<file path="src/rtl/cbe_pkg.sv">
// Package: constants, types and helpers shared by the cubic Bezier easing block.
`default_nettype none
package cbe_pkg;

  // Fixed-point format and iteration limits
  localparam int FRAC_BITS     = 16;
  localparam int NEWTON_STEPS  = 8;
  localparam int BISECT_STEPS  = 20;
  localparam int TOLERANCE_LSB = 4;

  // Field widths
  localparam int VAL_W = 32;
  localparam int WGT_W = 18;
  localparam int AX1_W = 16;
  localparam int AY_W  = 19;
  localparam int AX2_W = 17;
  localparam int ADDR_W = 4;
  localparam int DATA_W = 32;

  // Datapath widths
  localparam int T_W    = FRAC_BITS + 3;          // curve parameter, -1..2
  localparam int CO_W   = FRAC_BITS + 10;         // curve coefficients
  localparam int ACC_W  = 2 * FRAC_BITS + 16;     // accumulator
  localparam int A_W    = 34;                     // multiplier operand A
  localparam int B_W    = T_W;                    // multiplier operand B
  localparam int P_W    = A_W + B_W;              // product
  localparam int DIFF_W = VAL_W + 1;              // end - start
  localparam int DIV_W  = 2 * FRAC_BITS + 10;     // divider magnitude
  localparam int DCNT_W = $clog2(DIV_W + 1);
  localparam int NCNT_W = $clog2(NEWTON_STEPS + 1);
  localparam int BCNT_W = $clog2(BISECT_STEPS + 1);

  localparam logic signed [ACC_W-1:0] ONE_A = ACC_W'(1) <<< FRAC_BITS;
  localparam logic signed [ACC_W-1:0] TOL_A = ACC_W'(TOLERANCE_LSB);
  localparam logic signed [ACC_W-1:0] VMAX_A = ACC_W'(2147483647);
  localparam logic signed [ACC_W-1:0] VMIN_A = -ACC_W'(2147483647) - ACC_W'(1);

  // Register reset values
  localparam logic [AX1_W-1:0] AX1_RST = AX1_W'(39322);
  localparam logic [AY_W-1:0]  AY1_RST = AY_W'(0);
  localparam logic [AX2_W-1:0] AX2_RST = AX2_W'(45875);
  localparam logic [AY_W-1:0]  AY2_RST = AY_W'(65536);

  // Register indexes
  typedef enum logic [1:0] {
    REG_AX1 = 2'd0,
    REG_AY1 = 2'd1,
    REG_AX2 = 2'd2,
    REG_AY2 = 2'd3
  } reg_idx_e;

  // Sequencer states
  typedef enum logic [2:0] {
    ST_IDLE,
    ST_MUL,
    ST_ADD,
    ST_EVAL,
    ST_DIV,
    ST_OUT
  } state_e;

  // What the shared multiplier is working on
  typedef enum logic [2:0] {
    PH_NX,   // x(t) for Newton
    PH_ND,   // x'(t) for Newton
    PH_BX,   // x(t) for bisection
    PH_Y,    // y(t)
    PH_LO,   // (end-start) * low part of y
    PH_HI    // (end-start) * high part of y
  } phase_e;

  typedef struct packed {
    logic [AX1_W-1:0] ax1;
    logic [AY_W-1:0]  ay1;
    logic [AX2_W-1:0] ax2;
    logic [AY_W-1:0]  ay2;
  } cfg_t;

  typedef struct packed {
    logic signed [CO_W-1:0] a;
    logic signed [CO_W-1:0] b;
    logic signed [CO_W-1:0] c;
  } coeff_t;

  typedef struct packed {
    logic                    start;
    logic signed [ACC_W-1:0] dividend;
    logic signed [ACC_W-1:0] divisor;
  } div_req_t;

  typedef struct packed {
    logic                    done;
    logic signed [ACC_W-1:0] quo;
  } div_rsp_t;

  // c = 3*p1, b = 3*(p2-p1) - c, a = 1 - c - b
  function automatic coeff_t make_coeffs(input logic signed [CO_W-1:0] p1,
                                         input logic signed [CO_W-1:0] p2);
    coeff_t k;
    k.c = p1 + (p1 <<< 1);
    k.b = (p2 - p1) + ((p2 - p1) <<< 1) - k.c;
    k.a = (CO_W'(1) <<< FRAC_BITS) - k.c - k.b;
    return k;
  endfunction

endpackage
`default_nettype wire

</file>
<file path="src/rtl/cubic_bezier_easing_top.sv">
// Cubic Bezier easing: sequencer around a shared multiplier and a serial divider.
//
// Eases between start_value and end_value along a cubic Bezier timing curve
// whose inner anchors come from the APB registers. One transaction is worked
// on at a time; in_stall_o is high while it runs. A weight at or below 0 or at
// or above 1 gives start_value or end_value without evaluating the curve.
// Otherwise each curve sample and each slope is worked out by Horner steps on
// the one shared multiplier, and each Newton quotient by the bit-serial
// divider; a Newton step takes a sample, a slope and a quotient, a bisection
// probe one sample. An item may end in the first Newton probe; in the worst
// case it runs 8 Newton steps and then 20 bisection probes. A finished result
// waits in the output register while the next transaction is accepted.
`default_nettype none
module cubic_bezier_easing_top (
  input  wire logic                               clk_i,
  input  wire logic                               rst_ni,
  input  wire logic                               psel,
  input  wire logic                               penable,
  input  wire logic                               pwrite,
  input  wire logic        [cbe_pkg::ADDR_W-1:0]  paddr,
  input  wire logic        [cbe_pkg::DATA_W-1:0]  pwdata,
  output logic             [cbe_pkg::DATA_W-1:0]  prdata,
  output logic                                    pready,
  input  wire logic                               in_valid_i,
  output logic                                    in_stall_o,
  input  wire logic signed [cbe_pkg::VAL_W-1:0]   start_value_i,
  input  wire logic signed [cbe_pkg::VAL_W-1:0]   end_value_i,
  input  wire logic signed [cbe_pkg::WGT_W-1:0]   weight_i,
  output logic                                    out_valid_o,
  input  wire logic                               out_stall_i,
  output logic signed      [cbe_pkg::VAL_W-1:0]   eased_value_o
);
  import cbe_pkg::*;

  cfg_t     cfg;
  coeff_t   kx, ky;
  div_req_t div_req;
  div_rsp_t div_rsp;

  state_e state_q, state_d;
  phase_e phase_q, phase_d;
  logic [1:0]        step_q, step_d;
  logic [NCNT_W-1:0] ncnt_q, ncnt_d;
  logic [BCNT_W-1:0] bcnt_q, bcnt_d;
  logic              out_valid_q, out_valid_d;

  logic signed [ACC_W-1:0]  acc_q, acc_d, xerr_q, xerr_d, y_q, y_d;
  logic signed [T_W-1:0]    t_q, t_d, t0_q, t0_d, t1_q, t1_d;
  logic signed [VAL_W-1:0]  start_q, start_d, res_q, res_d, eased_q, eased_d;
  logic signed [DIFF_W-1:0] diff_q, diff_d;
  logic signed [WGT_W-1:0]  w_q, w_d;

  logic                    mul_en;
  logic signed [A_W-1:0]   mul_a;
  logic signed [B_W-1:0]   mul_b;
  logic signed [P_W-1:0]   prod;
  logic signed [ACC_W-1:0] addend;

  localparam logic signed [T_W-1:0] ONE_T = T_W'(1) <<< FRAC_BITS;

  cbe_regs u_regs (
    .clk_i   (clk_i),
    .rst_ni  (rst_ni),
    .psel    (psel),
    .penable (penable),
    .pwrite  (pwrite),
    .paddr   (paddr),
    .pwdata  (pwdata),
    .prdata  (prdata),
    .pready  (pready),
    .cfg_o   (cfg)
  );

  cbe_mul u_mul (
    .clk_i  (clk_i),
    .en_i   (mul_en),
    .a_i    (mul_a),
    .b_i    (mul_b),
    .prod_o (prod)
  );

  cbe_div u_div (
    .clk_i  (clk_i),
    .rst_ni (rst_ni),
    .req_i  (div_req),
    .rsp_o  (div_rsp)
  );

  // curve coefficients; the user must keep them static while a transaction runs, the block does not enforce it
  assign kx = make_coeffs($signed(CO_W'(cfg.ax1)), $signed(CO_W'(cfg.ax2)));
  assign ky = make_coeffs(CO_W'($signed(cfg.ay1)), CO_W'($signed(cfg.ay2)));

  assign in_stall_o    = (state_q != ST_IDLE);
  assign out_valid_o   = out_valid_q;
  assign eased_value_o = eased_q;

  // multiplier operands
  always_comb begin
    mul_en = (state_q == ST_MUL);
    case (phase_q)
      PH_LO: begin
        mul_a = A_W'(diff_q);
        mul_b = $signed(B_W'(y_q[FRAC_BITS-1:0]));
      end
      PH_HI: begin
        mul_a = A_W'(diff_q);
        mul_b = B_W'(y_q >>> FRAC_BITS);
      end
      default: begin
        mul_a = $signed(acc_q[A_W-1:0]);
        mul_b = t_q;
      end
    endcase
  end

  // Horner addend for each step
  always_comb begin
    case (phase_q)
      PH_NX, PH_BX: begin
        case (step_q)
          2'd0:    addend = ACC_W'(kx.b);
          2'd1:    addend = ACC_W'(kx.c);
          default: addend = '0;
        endcase
      end
      PH_ND: begin
        case (step_q)
          2'd1:    addend = ACC_W'(kx.b) <<< 1;
          default: addend = ACC_W'(kx.c);
        endcase
      end
      PH_Y: begin
        case (step_q)
          2'd0:    addend = ACC_W'(ky.b);
          2'd1:    addend = ACC_W'(ky.c);
          default: addend = '0;
        endcase
      end
      default: addend = '0;
    endcase
  end

  // sequencer
  always_comb begin
    logic signed [ACC_W-1:0] w_ext, xe, tn, sum;
    logic signed [T_W-1:0]   t0n, t1n, tb;
    logic signed [T_W:0]     half;
    logic [BCNT_W-1:0]       bn;

    state_d     = state_q;
    phase_d     = phase_q;
    step_d      = step_q;
    ncnt_d      = ncnt_q;
    bcnt_d      = bcnt_q;
    acc_d       = acc_q;
    xerr_d      = xerr_q;
    y_d         = y_q;
    t_d         = t_q;
    t0_d        = t0_q;
    t1_d        = t1_q;
    start_d     = start_q;
    diff_d      = diff_q;
    w_d         = w_q;
    res_d       = res_q;
    eased_d     = eased_q;
    out_valid_d = out_valid_q && out_stall_i;
    div_req.start    = 1'b0;
    div_req.dividend = xerr_q <<< FRAC_BITS;
    div_req.divisor  = acc_q;

    w_ext = ACC_W'(w_q);
    xe    = acc_q - w_ext;
    tn    = ACC_W'(t_q) - div_rsp.quo;
    sum   = '0;
    t0n   = t0_q;
    t1n   = t1_q;
    half  = '0;
    tb    = t_q;
    bn    = bcnt_q + BCNT_W'(1);

    case (state_q)
      ST_IDLE: begin
        if (in_valid_i) begin
          start_d = start_value_i;
          diff_d  = DIFF_W'(end_value_i) - DIFF_W'(start_value_i);
          w_d     = weight_i;
          if (weight_i[WGT_W-1] || (weight_i == '0)) begin
            res_d   = start_value_i;
            state_d = ST_OUT;
          end else if (ACC_W'(weight_i) >= ONE_A) begin
            res_d   = end_value_i;
            state_d = ST_OUT;
          end else begin
            t_d     = T_W'(weight_i);
            ncnt_d  = '0;
            acc_d   = ACC_W'(kx.a);
            step_d  = 2'd0;
            phase_d = PH_NX;
            state_d = ST_MUL;
          end
        end
      end

      ST_MUL: state_d = ST_ADD;

      ST_ADD: begin
        case (phase_q)
          PH_LO: begin
            acc_d   = ACC_W'(prod >>> FRAC_BITS);
            phase_d = PH_HI;
            state_d = ST_MUL;
          end
          PH_HI: begin
            sum = acc_q + ACC_W'(prod) + ACC_W'(start_q);
            if (sum > VMAX_A)      res_d = VAL_W'(VMAX_A);
            else if (sum < VMIN_A) res_d = VAL_W'(VMIN_A);
            else                   res_d = VAL_W'(sum);
            state_d = ST_OUT;
          end
          default: begin
            acc_d = ACC_W'(prod >>> FRAC_BITS) + addend;
            if (step_q == 2'd2) begin
              state_d = ST_EVAL;
            end else begin
              step_d  = step_q + 2'd1;
              state_d = ST_MUL;
            end
          end
        endcase
      end

      ST_EVAL: begin
        case (phase_q)
          PH_NX: begin
            if (xe < TOL_A && xe > -TOL_A) begin
              acc_d   = ACC_W'(ky.a);
              step_d  = 2'd0;
              phase_d = PH_Y;
              state_d = ST_MUL;
            end else begin
              xerr_d  = xe;
              acc_d   = ACC_W'(kx.a) + (ACC_W'(kx.a) <<< 1);
              step_d  = 2'd1;
              phase_d = PH_ND;
              state_d = ST_MUL;
            end
          end
          PH_ND: begin
            if (acc_q < TOL_A && acc_q > -TOL_A) begin
              // flat slope: fall back to bisection
              t0_d    = '0;
              t1_d    = ONE_T;
              t_d     = T_W'(w_q);
              bcnt_d  = '0;
              acc_d   = ACC_W'(kx.a);
              step_d  = 2'd0;
              phase_d = PH_BX;
              state_d = ST_MUL;
            end else begin
              div_req.start = 1'b1;
              state_d       = ST_DIV;
            end
          end
          PH_BX: begin
            if (xe < TOL_A && xe > -TOL_A) begin
              acc_d   = ACC_W'(ky.a);
              step_d  = 2'd0;
              phase_d = PH_Y;
              state_d = ST_MUL;
            end else begin
              if (w_ext > acc_q) t0n = t_q;
              else               t1n = t_q;
              half   = ((T_W+1)'(t1n) - (T_W+1)'(t0n)) >>> 1;
              tb     = t0n + T_W'(half);
              t0_d   = t0n;
              t1_d   = t1n;
              t_d    = tb;
              bcnt_d = bn;
              acc_d  = ACC_W'(kx.a);
              step_d = 2'd0;
              if (bn < BCNT_W'(BISECT_STEPS) && t0n < t1n) begin
                phase_d = PH_BX;
              end else begin
                acc_d   = ACC_W'(ky.a);
                phase_d = PH_Y;
              end
              state_d = ST_MUL;
            end
          end
          PH_Y: begin
            y_d     = acc_q;
            phase_d = PH_LO;
            state_d = ST_MUL;
          end
          default: state_d = ST_IDLE;
        endcase
      end

      ST_DIV: begin
        if (div_rsp.done) begin
          // Newton update with runaway clamp
          if (tn < -ONE_A)               t_d = -ONE_T;
          else if (tn > (ONE_A <<< 1))   t_d = ONE_T <<< 1;
          else                           t_d = T_W'(tn);
          ncnt_d = ncnt_q + NCNT_W'(1);
          acc_d  = ACC_W'(kx.a);
          step_d = 2'd0;
          if (ncnt_q + NCNT_W'(1) == NCNT_W'(NEWTON_STEPS)) begin
            t0_d    = '0;
            t1_d    = ONE_T;
            t_d     = T_W'(w_q);
            bcnt_d  = '0;
            phase_d = PH_BX;
          end else begin
            phase_d = PH_NX;
          end
          state_d = ST_MUL;
        end
      end

      ST_OUT: begin
        if (!out_valid_q || !out_stall_i) begin
          eased_d     = res_q;
          out_valid_d = 1'b1;
          state_d     = ST_IDLE;
        end
      end

      default: state_d = ST_IDLE;
    endcase
  end

  // control registers
  always_ff @(posedge clk_i or negedge rst_ni) begin
    if (!rst_ni) begin
      state_q     <= ST_IDLE;
      phase_q     <= PH_NX;
      step_q      <= '0;
      ncnt_q      <= '0;
      bcnt_q      <= '0;
      out_valid_q <= 1'b0;
      t_q         <= '0;
      t0_q        <= '0;
      t1_q        <= '0;
    end else begin
      state_q     <= state_d;
      phase_q     <= phase_d;
      step_q      <= step_d;
      ncnt_q      <= ncnt_d;
      bcnt_q      <= bcnt_d;
      out_valid_q <= out_valid_d;
      t_q         <= t_d;
      t0_q        <= t0_d;
      t1_q        <= t1_d;
    end
  end

  // datapath registers
  always_ff @(posedge clk_i) begin
    acc_q   <= acc_d;
    xerr_q  <= xerr_d;
    y_q     <= y_d;
    start_q <= start_d;
    diff_q  <= diff_d;
    w_q     <= w_d;
    res_q   <= res_d;
    eased_q <= eased_d;
  end

`ifndef ASSERT_OFF
  // curve parameter stays inside the Newton clamp window
  assert property (@(posedge clk_i) disable iff (!rst_ni)
    (state_q != ST_IDLE) |-> (t_q >= -ONE_T) && (t_q <= (ONE_T <<< 1)))
    else $error("curve parameter outside clamp window");

  // bisection interval stays ordered inside [0,1]
  assert property (@(posedge clk_i) disable iff (!rst_ni)
    (state_q == ST_EVAL && phase_q == PH_BX) |->
      (t0_q <= t1_q) && (t0_q >= '0) && (t1_q <= ONE_T))
    else $error("bisection interval broken");

  // Newton step count never reaches its cap while Newton runs
  assert property (@(posedge clk_i) disable iff (!rst_ni)
    (state_q != ST_IDLE && (phase_q == PH_NX || phase_q == PH_ND)) |->
      (ncnt_q < NCNT_W'(NEWTON_STEPS)))
    else $error("Newton step count overrun");
`endif

endmodule
`default_nettype wire

</file>
<file path="src/rtl/cbe_regs.sv">
// APB configuration registers holding the two inner curve anchors.
`default_nettype none
module cbe_regs (
  input  wire logic                       clk_i,
  input  wire logic                       rst_ni,
  input  wire logic                       psel,
  input  wire logic                       penable,
  input  wire logic                       pwrite,
  input  wire logic [cbe_pkg::ADDR_W-1:0] paddr,
  input  wire logic [cbe_pkg::DATA_W-1:0] pwdata,
  output logic      [cbe_pkg::DATA_W-1:0] prdata,
  output logic                            pready,
  output cbe_pkg::cfg_t                   cfg_o
);
  import cbe_pkg::*;

  cfg_t     cfg_q;
  reg_idx_e idx;
  logic     wr_en;

  assign idx    = reg_idx_e'(paddr[3:2]);
  assign wr_en  = psel && penable && pwrite;
  assign pready = 1'b1;
  assign cfg_o  = cfg_q;

  // register writes
  always_ff @(posedge clk_i or negedge rst_ni) begin
    if (!rst_ni) begin
      cfg_q.ax1 <= AX1_RST;
      cfg_q.ay1 <= AY1_RST;
      cfg_q.ax2 <= AX2_RST;
      cfg_q.ay2 <= AY2_RST;
    end else if (wr_en) begin
      case (idx)
        REG_AX1: cfg_q.ax1 <= pwdata[AX1_W-1:0];
        REG_AY1: cfg_q.ay1 <= pwdata[AY_W-1:0];
        REG_AX2: cfg_q.ax2 <= pwdata[AX2_W-1:0];
        REG_AY2: cfg_q.ay2 <= pwdata[AY_W-1:0];
        default: ;
      endcase
    end
  end

  // read mux
  always_comb begin
    case (idx)
      REG_AX1: prdata = DATA_W'(cfg_q.ax1);
      REG_AY1: prdata = DATA_W'(cfg_q.ay1);
      REG_AX2: prdata = DATA_W'(cfg_q.ax2);
      REG_AY2: prdata = DATA_W'(cfg_q.ay2);
      default: prdata = '0;
    endcase
  end

endmodule
`default_nettype wire

</file>
<file path="src/rtl/cbe_mul.sv">
// Shared signed multiplier with a registered product.
`default_nettype none
module cbe_mul (
  input  wire logic                          clk_i,
  input  wire logic                          en_i,
  input  wire logic signed [cbe_pkg::A_W-1:0] a_i,
  input  wire logic signed [cbe_pkg::B_W-1:0] b_i,
  output logic signed      [cbe_pkg::P_W-1:0] prod_o
);
  import cbe_pkg::*;

  logic signed [P_W-1:0] prod_q;

  assign prod_o = prod_q;

  // product register
  always_ff @(posedge clk_i) begin
    if (en_i) begin
      prod_q <= P_W'(a_i) * P_W'(b_i);
    end
  end

endmodule
`default_nettype wire

</file>
<file path="src/rtl/cbe_div.sv">
// Radix-2 restoring divider, signed, quotient truncated toward zero.
`default_nettype none
module cbe_div (
  input  wire logic         clk_i,
  input  wire logic         rst_ni,
  input  cbe_pkg::div_req_t req_i,
  output cbe_pkg::div_rsp_t rsp_o
);
  import cbe_pkg::*;

  logic              busy_q, done_q;
  logic [DCNT_W-1:0] cnt_q;
  logic [DIV_W-1:0]  num_q, den_q;
  logic [DIV_W:0]    rem_q;
  logic              neg_q;

  logic signed [ACC_W-1:0] dd_abs, dv_abs;
  logic [DIV_W:0]          rem_sh, trial;

  assign dd_abs = req_i.dividend[ACC_W-1] ? -req_i.dividend : req_i.dividend;
  assign dv_abs = req_i.divisor[ACC_W-1]  ? -req_i.divisor  : req_i.divisor;
  assign rem_sh = {rem_q[DIV_W-1:0], num_q[DIV_W-1]};
  assign trial  = rem_sh - {1'b0, den_q};

  assign rsp_o.done = done_q;
  assign rsp_o.quo  = neg_q ? -$signed({{(ACC_W-DIV_W){1'b0}}, num_q})
                            :  $signed({{(ACC_W-DIV_W){1'b0}}, num_q});

  // control
  always_ff @(posedge clk_i or negedge rst_ni) begin
    if (!rst_ni) begin
      busy_q <= 1'b0;
      done_q <= 1'b0;
      cnt_q  <= '0;
    end else begin
      done_q <= 1'b0;
      if (req_i.start) begin
        busy_q <= 1'b1;
        cnt_q  <= DCNT_W'(DIV_W);
      end else if (busy_q) begin
        cnt_q <= cnt_q - DCNT_W'(1);
        if (cnt_q == DCNT_W'(1)) begin
          busy_q <= 1'b0;
          done_q <= 1'b1;
        end
      end
    end
  end

  // one quotient bit per cycle while busy
  always_ff @(posedge clk_i) begin
    if (req_i.start) begin
      num_q <= dd_abs[DIV_W-1:0];
      den_q <= dv_abs[DIV_W-1:0];
      rem_q <= '0;
      neg_q <= req_i.dividend[ACC_W-1] ^ req_i.divisor[ACC_W-1];
    end else if (busy_q) begin
      if (!trial[DIV_W]) begin
        rem_q <= trial;
        num_q <= {num_q[DIV_W-2:0], 1'b1};
      end else begin
        rem_q <= rem_sh;
        num_q <= {num_q[DIV_W-2:0], 1'b0};
      end
    end
  end

endmodule
`default_nettype wire
</file>
<file path="config.mk">
export PLATFORM = sky130hd
export DESIGN_NAME = cubic_bezier_easing_top
export DESIGN_NICKNAME = d
export VERILOG_FILES = /design/src/rtl/cbe_pkg.sv /design/src/rtl/cubic_bezier_easing_top.sv /design/src/rtl/cbe_regs.sv /design/src/rtl/cbe_mul.sv /design/src/rtl/cbe_div.sv
export SDC_FILE = /design/constraint.sdc
export NUM_CORES = 2
export LEC_CHECK = 0
export BUFFER_PORTS_ARGS = -buffer_cell sky130_fd_sc_hd__buf_2
export CORE_MARGIN = 1.5
export CORE_UTILIZATION = 59
export CTS_CLUSTER_DIAMETER = 120
export DETAILED_ROUTE_END_ITERATION = 7
export GPL_ROUTABILITY_DRIVEN = 0
export MAX_ROUTING_LAYER = met4
export PLACE_DENSITY = 0.84
export SLEW_MARGIN = 20
export SYNTH_ARGS = -nofsm -noshare
export SYNTH_HDL_FRONTEND = slang
export SYNTH_SLANG_ARGS = --single-unit
</file>
<file path="constraint.sdc">
create_clock -name clk_i -period 9.4 [get_ports clk_i]
set_clock_uncertainty 0.2 [all_clocks]
set_input_delay 0.47 -clock clk_i [delete_from_list [all_inputs] [get_ports clk_i]]
set_output_delay 0.47 -clock clk_i [all_outputs]
set_load 0.1 [all_outputs]
</file>
==> key figures <==
Clock tree
  • Clock sink count: 591
  • Worst-Skew Late Latency: slightly below 0.7 ns
  • Clock root cell: clkbuf_16
  • H-tree Lvls: 3
  • Clock Pin Slew Worst Setup and Hold Paths: approximately 0.060 ns
  • CTS buffer count: between 60 and 70
  • CTS Buffer Depth: 3
  • CTS tree: done

GRT
  • Total track usage: 0.3752
  • Vias in the first global route: ~66k
  • First-pass GRT wire length: 360.7 mm
  • Antenna violations before repair: 7
  • Largest net degree at the start of global routing: between 100 and 150
  • Total grt overflow: 0

Yosys
  • Synth warn: 0
  • Most frequent cell after synthesis: nand2_1
  • Asr flop ratio synth: 0.2606
  • Top-area cell type share of the netlist area: 0.1959
  • FF+latch count, synth: between 500 and 600
  • Sequential area share after synthesis: 0.2237
  • Most instantiated cells after synthesis: nand2_1, inv_1, fa_1
  • Cells after synthesis: between 8k and 9k
  • Prevailing post-synth register cell: edfxtp_1
  • Leading area contributor after synthesis: fa_1
  • Cell Area, Synth: around 74000 um^2
  • Top cells by area, synth: fa_1, edfxtp_1, ha_1, nand2_1, inv_1
  • Cell variety after synth: between 90 and 100
  • Number of synthesized flops with an enable pin: a little under 400
  • Post-Synthesis Mean Instance Area: between 8 and 9 um^2

Final layout
  • Layout cells sized above 1: 0.09006
  • Fillers: between 9k and 10k
  • Fin util: 0.6554
  • Nets@finish: 10.09k
  • Layout area overhead: 9.792%

Flow run
  • Max Cap Viol: 0

STA
  • Final Hold Vio Count: 0
  • Worst Tran Pin Value: 1.122 ns
  • Tmin final: slightly above 9 ns
  • FMAX: 108.7 MHz
  • Hold Slack: 0.01659 ns
  • Slew headroom: 0.2499
  • Period Utilization, post-route: 0.9790
  • Final Max Slew Viols: 0
  • Endpoints failing setup: 0
  • RSZ-0062 raised after global routing: true

Worst setup path
  • Worst Path Arrival: approximately 9.4 ns
  • CP Launch Point: phase_q[1]
  • CP max FO: 20
  • Reg2reg start: phase_q[1]
  • R2R depth: 35
  • Reg2reg end: u_mul.prod_o[49]
  • CP max stage delay: between 0.5 and 0.6 ns
  • Critical path type: flop to flop
  • Max stage delay cell, worst path: fa_1
  • Cell with the most instances on the worst path: fa_1
  • Crit path launch type: flop
  • Kind of end point of the critical path: flop
  • Worst path required time: around 9.6 ns
  • R2R Setup Slk: roughly 0.2 ns

Die
  • Chip height: between 300 and 400 um
  • # rows: between 100 and 150
  • Core Region: between 100000 and 150000 um^2
  • IO Count: 192
  • Die area: 127700 um^2
  • Initial Utilization: 0.5970
  • Die Width: approximately 360 um

Outcome
  • Status: finished, final reports clean

Routing
  • DR pass1 iterations: 8
  • DR iter-0 viols: between 8k and 9k
  • Vias per cell: 6.450
  • Final ANT Viol Nets: 0
  • Post-Route WL: between 200 and 250 mm
  • DR vias: between 60k and 70k
  • Number of remaining DRC errors: 0
  • Avg WL per Cell: approximately 23 um

Placement
  • Final HPWL DP: 182.6 mm
  • PortBufs: approximately 160

Worst hold path
  • Hold Path Class: primary input to flop
  • Worst Hold Endpoint: res_q[20]
  • Hold path start: end_value_i[20]
  • Worst hold stages: 3
## registers in the layout (all words and copies together), names as in the netlist, 6 cells and up
signal and cells:
w_q 18, acc_q 48, xerr_q 27, diff_q 33
res_q 32, t_q 19, t1_q 19, u_div.rem_q 42
u_mul.prod_o 53, eased_value_o 32, u_div.cnt_q 6, t0_q 19
y_q 35, u_div.num_q 42, start_q 32, u_regs.cfg_o 71
u_div.den_q 42
## kinds of logic after synthesis
group / count (synthesis) / synth area share
compound gates: 1844 / 0.1599
mux: 172 / 0.02688
other cells: 2 / 0.0001014
xor+xnor: 553 / 0.06547
flops: 591 / 0.2237
buf+inv: 1318 / 0.06766
fa+ha+maj: 1364 / 0.3038
simple gates: 2504 / 0.1525
## worst max path at each step
stage / end / slack (ns) / depth (start not counted)
global route: acc_q[34] / -0.11 / 46
CTS: acc_q[36] / 0.008 / 45
detailed placement: u_mul.prod_o[50] / -0.24 / 34
global placement: u_mul.prod_o[50] / -0.01 / 34
finish: u_mul.prod_o[49] / 0.20 / 35
floorplan: u_mul.prod_o[49] / 0.04 / 38
## stage by stage
| step | TNS (ns) | cells | area, um^2 | setup slack (ns) |
|---|---|---|---|---|
| 3_5_place_dp | -0.3277 | 10080 | 77780 | -0.2437 |
| 6_report | 0 | 10310 | 81350 | 0.1978 |
| 3_3_place_gp | -0.01213 | 10080 | 77780 | -0.01213 |
| 5_1_grt | -0.6735 | 10300 | 81340 | -0.1125 |
| 4_1_cts | 0 | 10280 | 80780 | 0.007547 |
| 2_1_floorplan | 0 | 8360 | 74140 | 0.03603 |
## critical path: cells and delay by family, from the launching register on
family,cells,cell delay [ns]
AOI/OAI and AO/OA,13,2.65
and+or+nand+nor,5,0.73
DFF,1,0.41
buffers and inverters,8,1.08
xor gates and xnor gates,1,0.09
adders and majority gates,8,3.75
## layer usage
| layer | vias up | part of all wire | GRT usage |
|---|---|---|---|
| met5 | - | 0 | - |
| met4 | 0 | 0.080 | 0.2386 |
| met3 | 1243 | 0.14 | 0.1066 |
| met2 | 4452 | 0.43 | 0.5580 |
| met1 | 31710 | 0.35 | 0.4478 |
| li1 | 29070 | - | - |
## layout make-up
class                   instances  area [um^2]  share of cell area
multi-input cells            6451        53080              0.6525
flip-flops and latches        591        16580              0.2038
inverters                    1010         3795             0.04665
repair buffers                481         3570             0.04388
well taps                    1637         2048             0.02518
clock buffers                  91         1851             0.02275
clock inverters                37        405.4            0.004983
diodes                          8        20.02           0.0002461
## cell usage in the layout (no fill, tap or decap), drive strengths merged, types with 83 or more instances in the layout
master,n
xnor2,352
inv,1014
fa,725
nor3,116
buf,409
edfxtp,395
dfrtp,136
nand2b,88
nand3,118
o21bai,83
a21oi,458
ha,639
o21ai,449
xor2,201
a21o,200
nor2,572
mux2i,100
o31ai,85
nand2,1145
clkbuf,91
## repair_timing
action                                  4_1_cts  5_1_grt
resized for setup                             6       97
setup buffers                                 0       20
pin swaps                                     2       22
hold buffers                                 72        0
hold endpoints to repair                    191        0
endpoints found under the setup margin       16       43
Power is left out: the tool's default activity adds up to more than one toggle a clock period on the data nets, which glitch-free logic cannot reach.
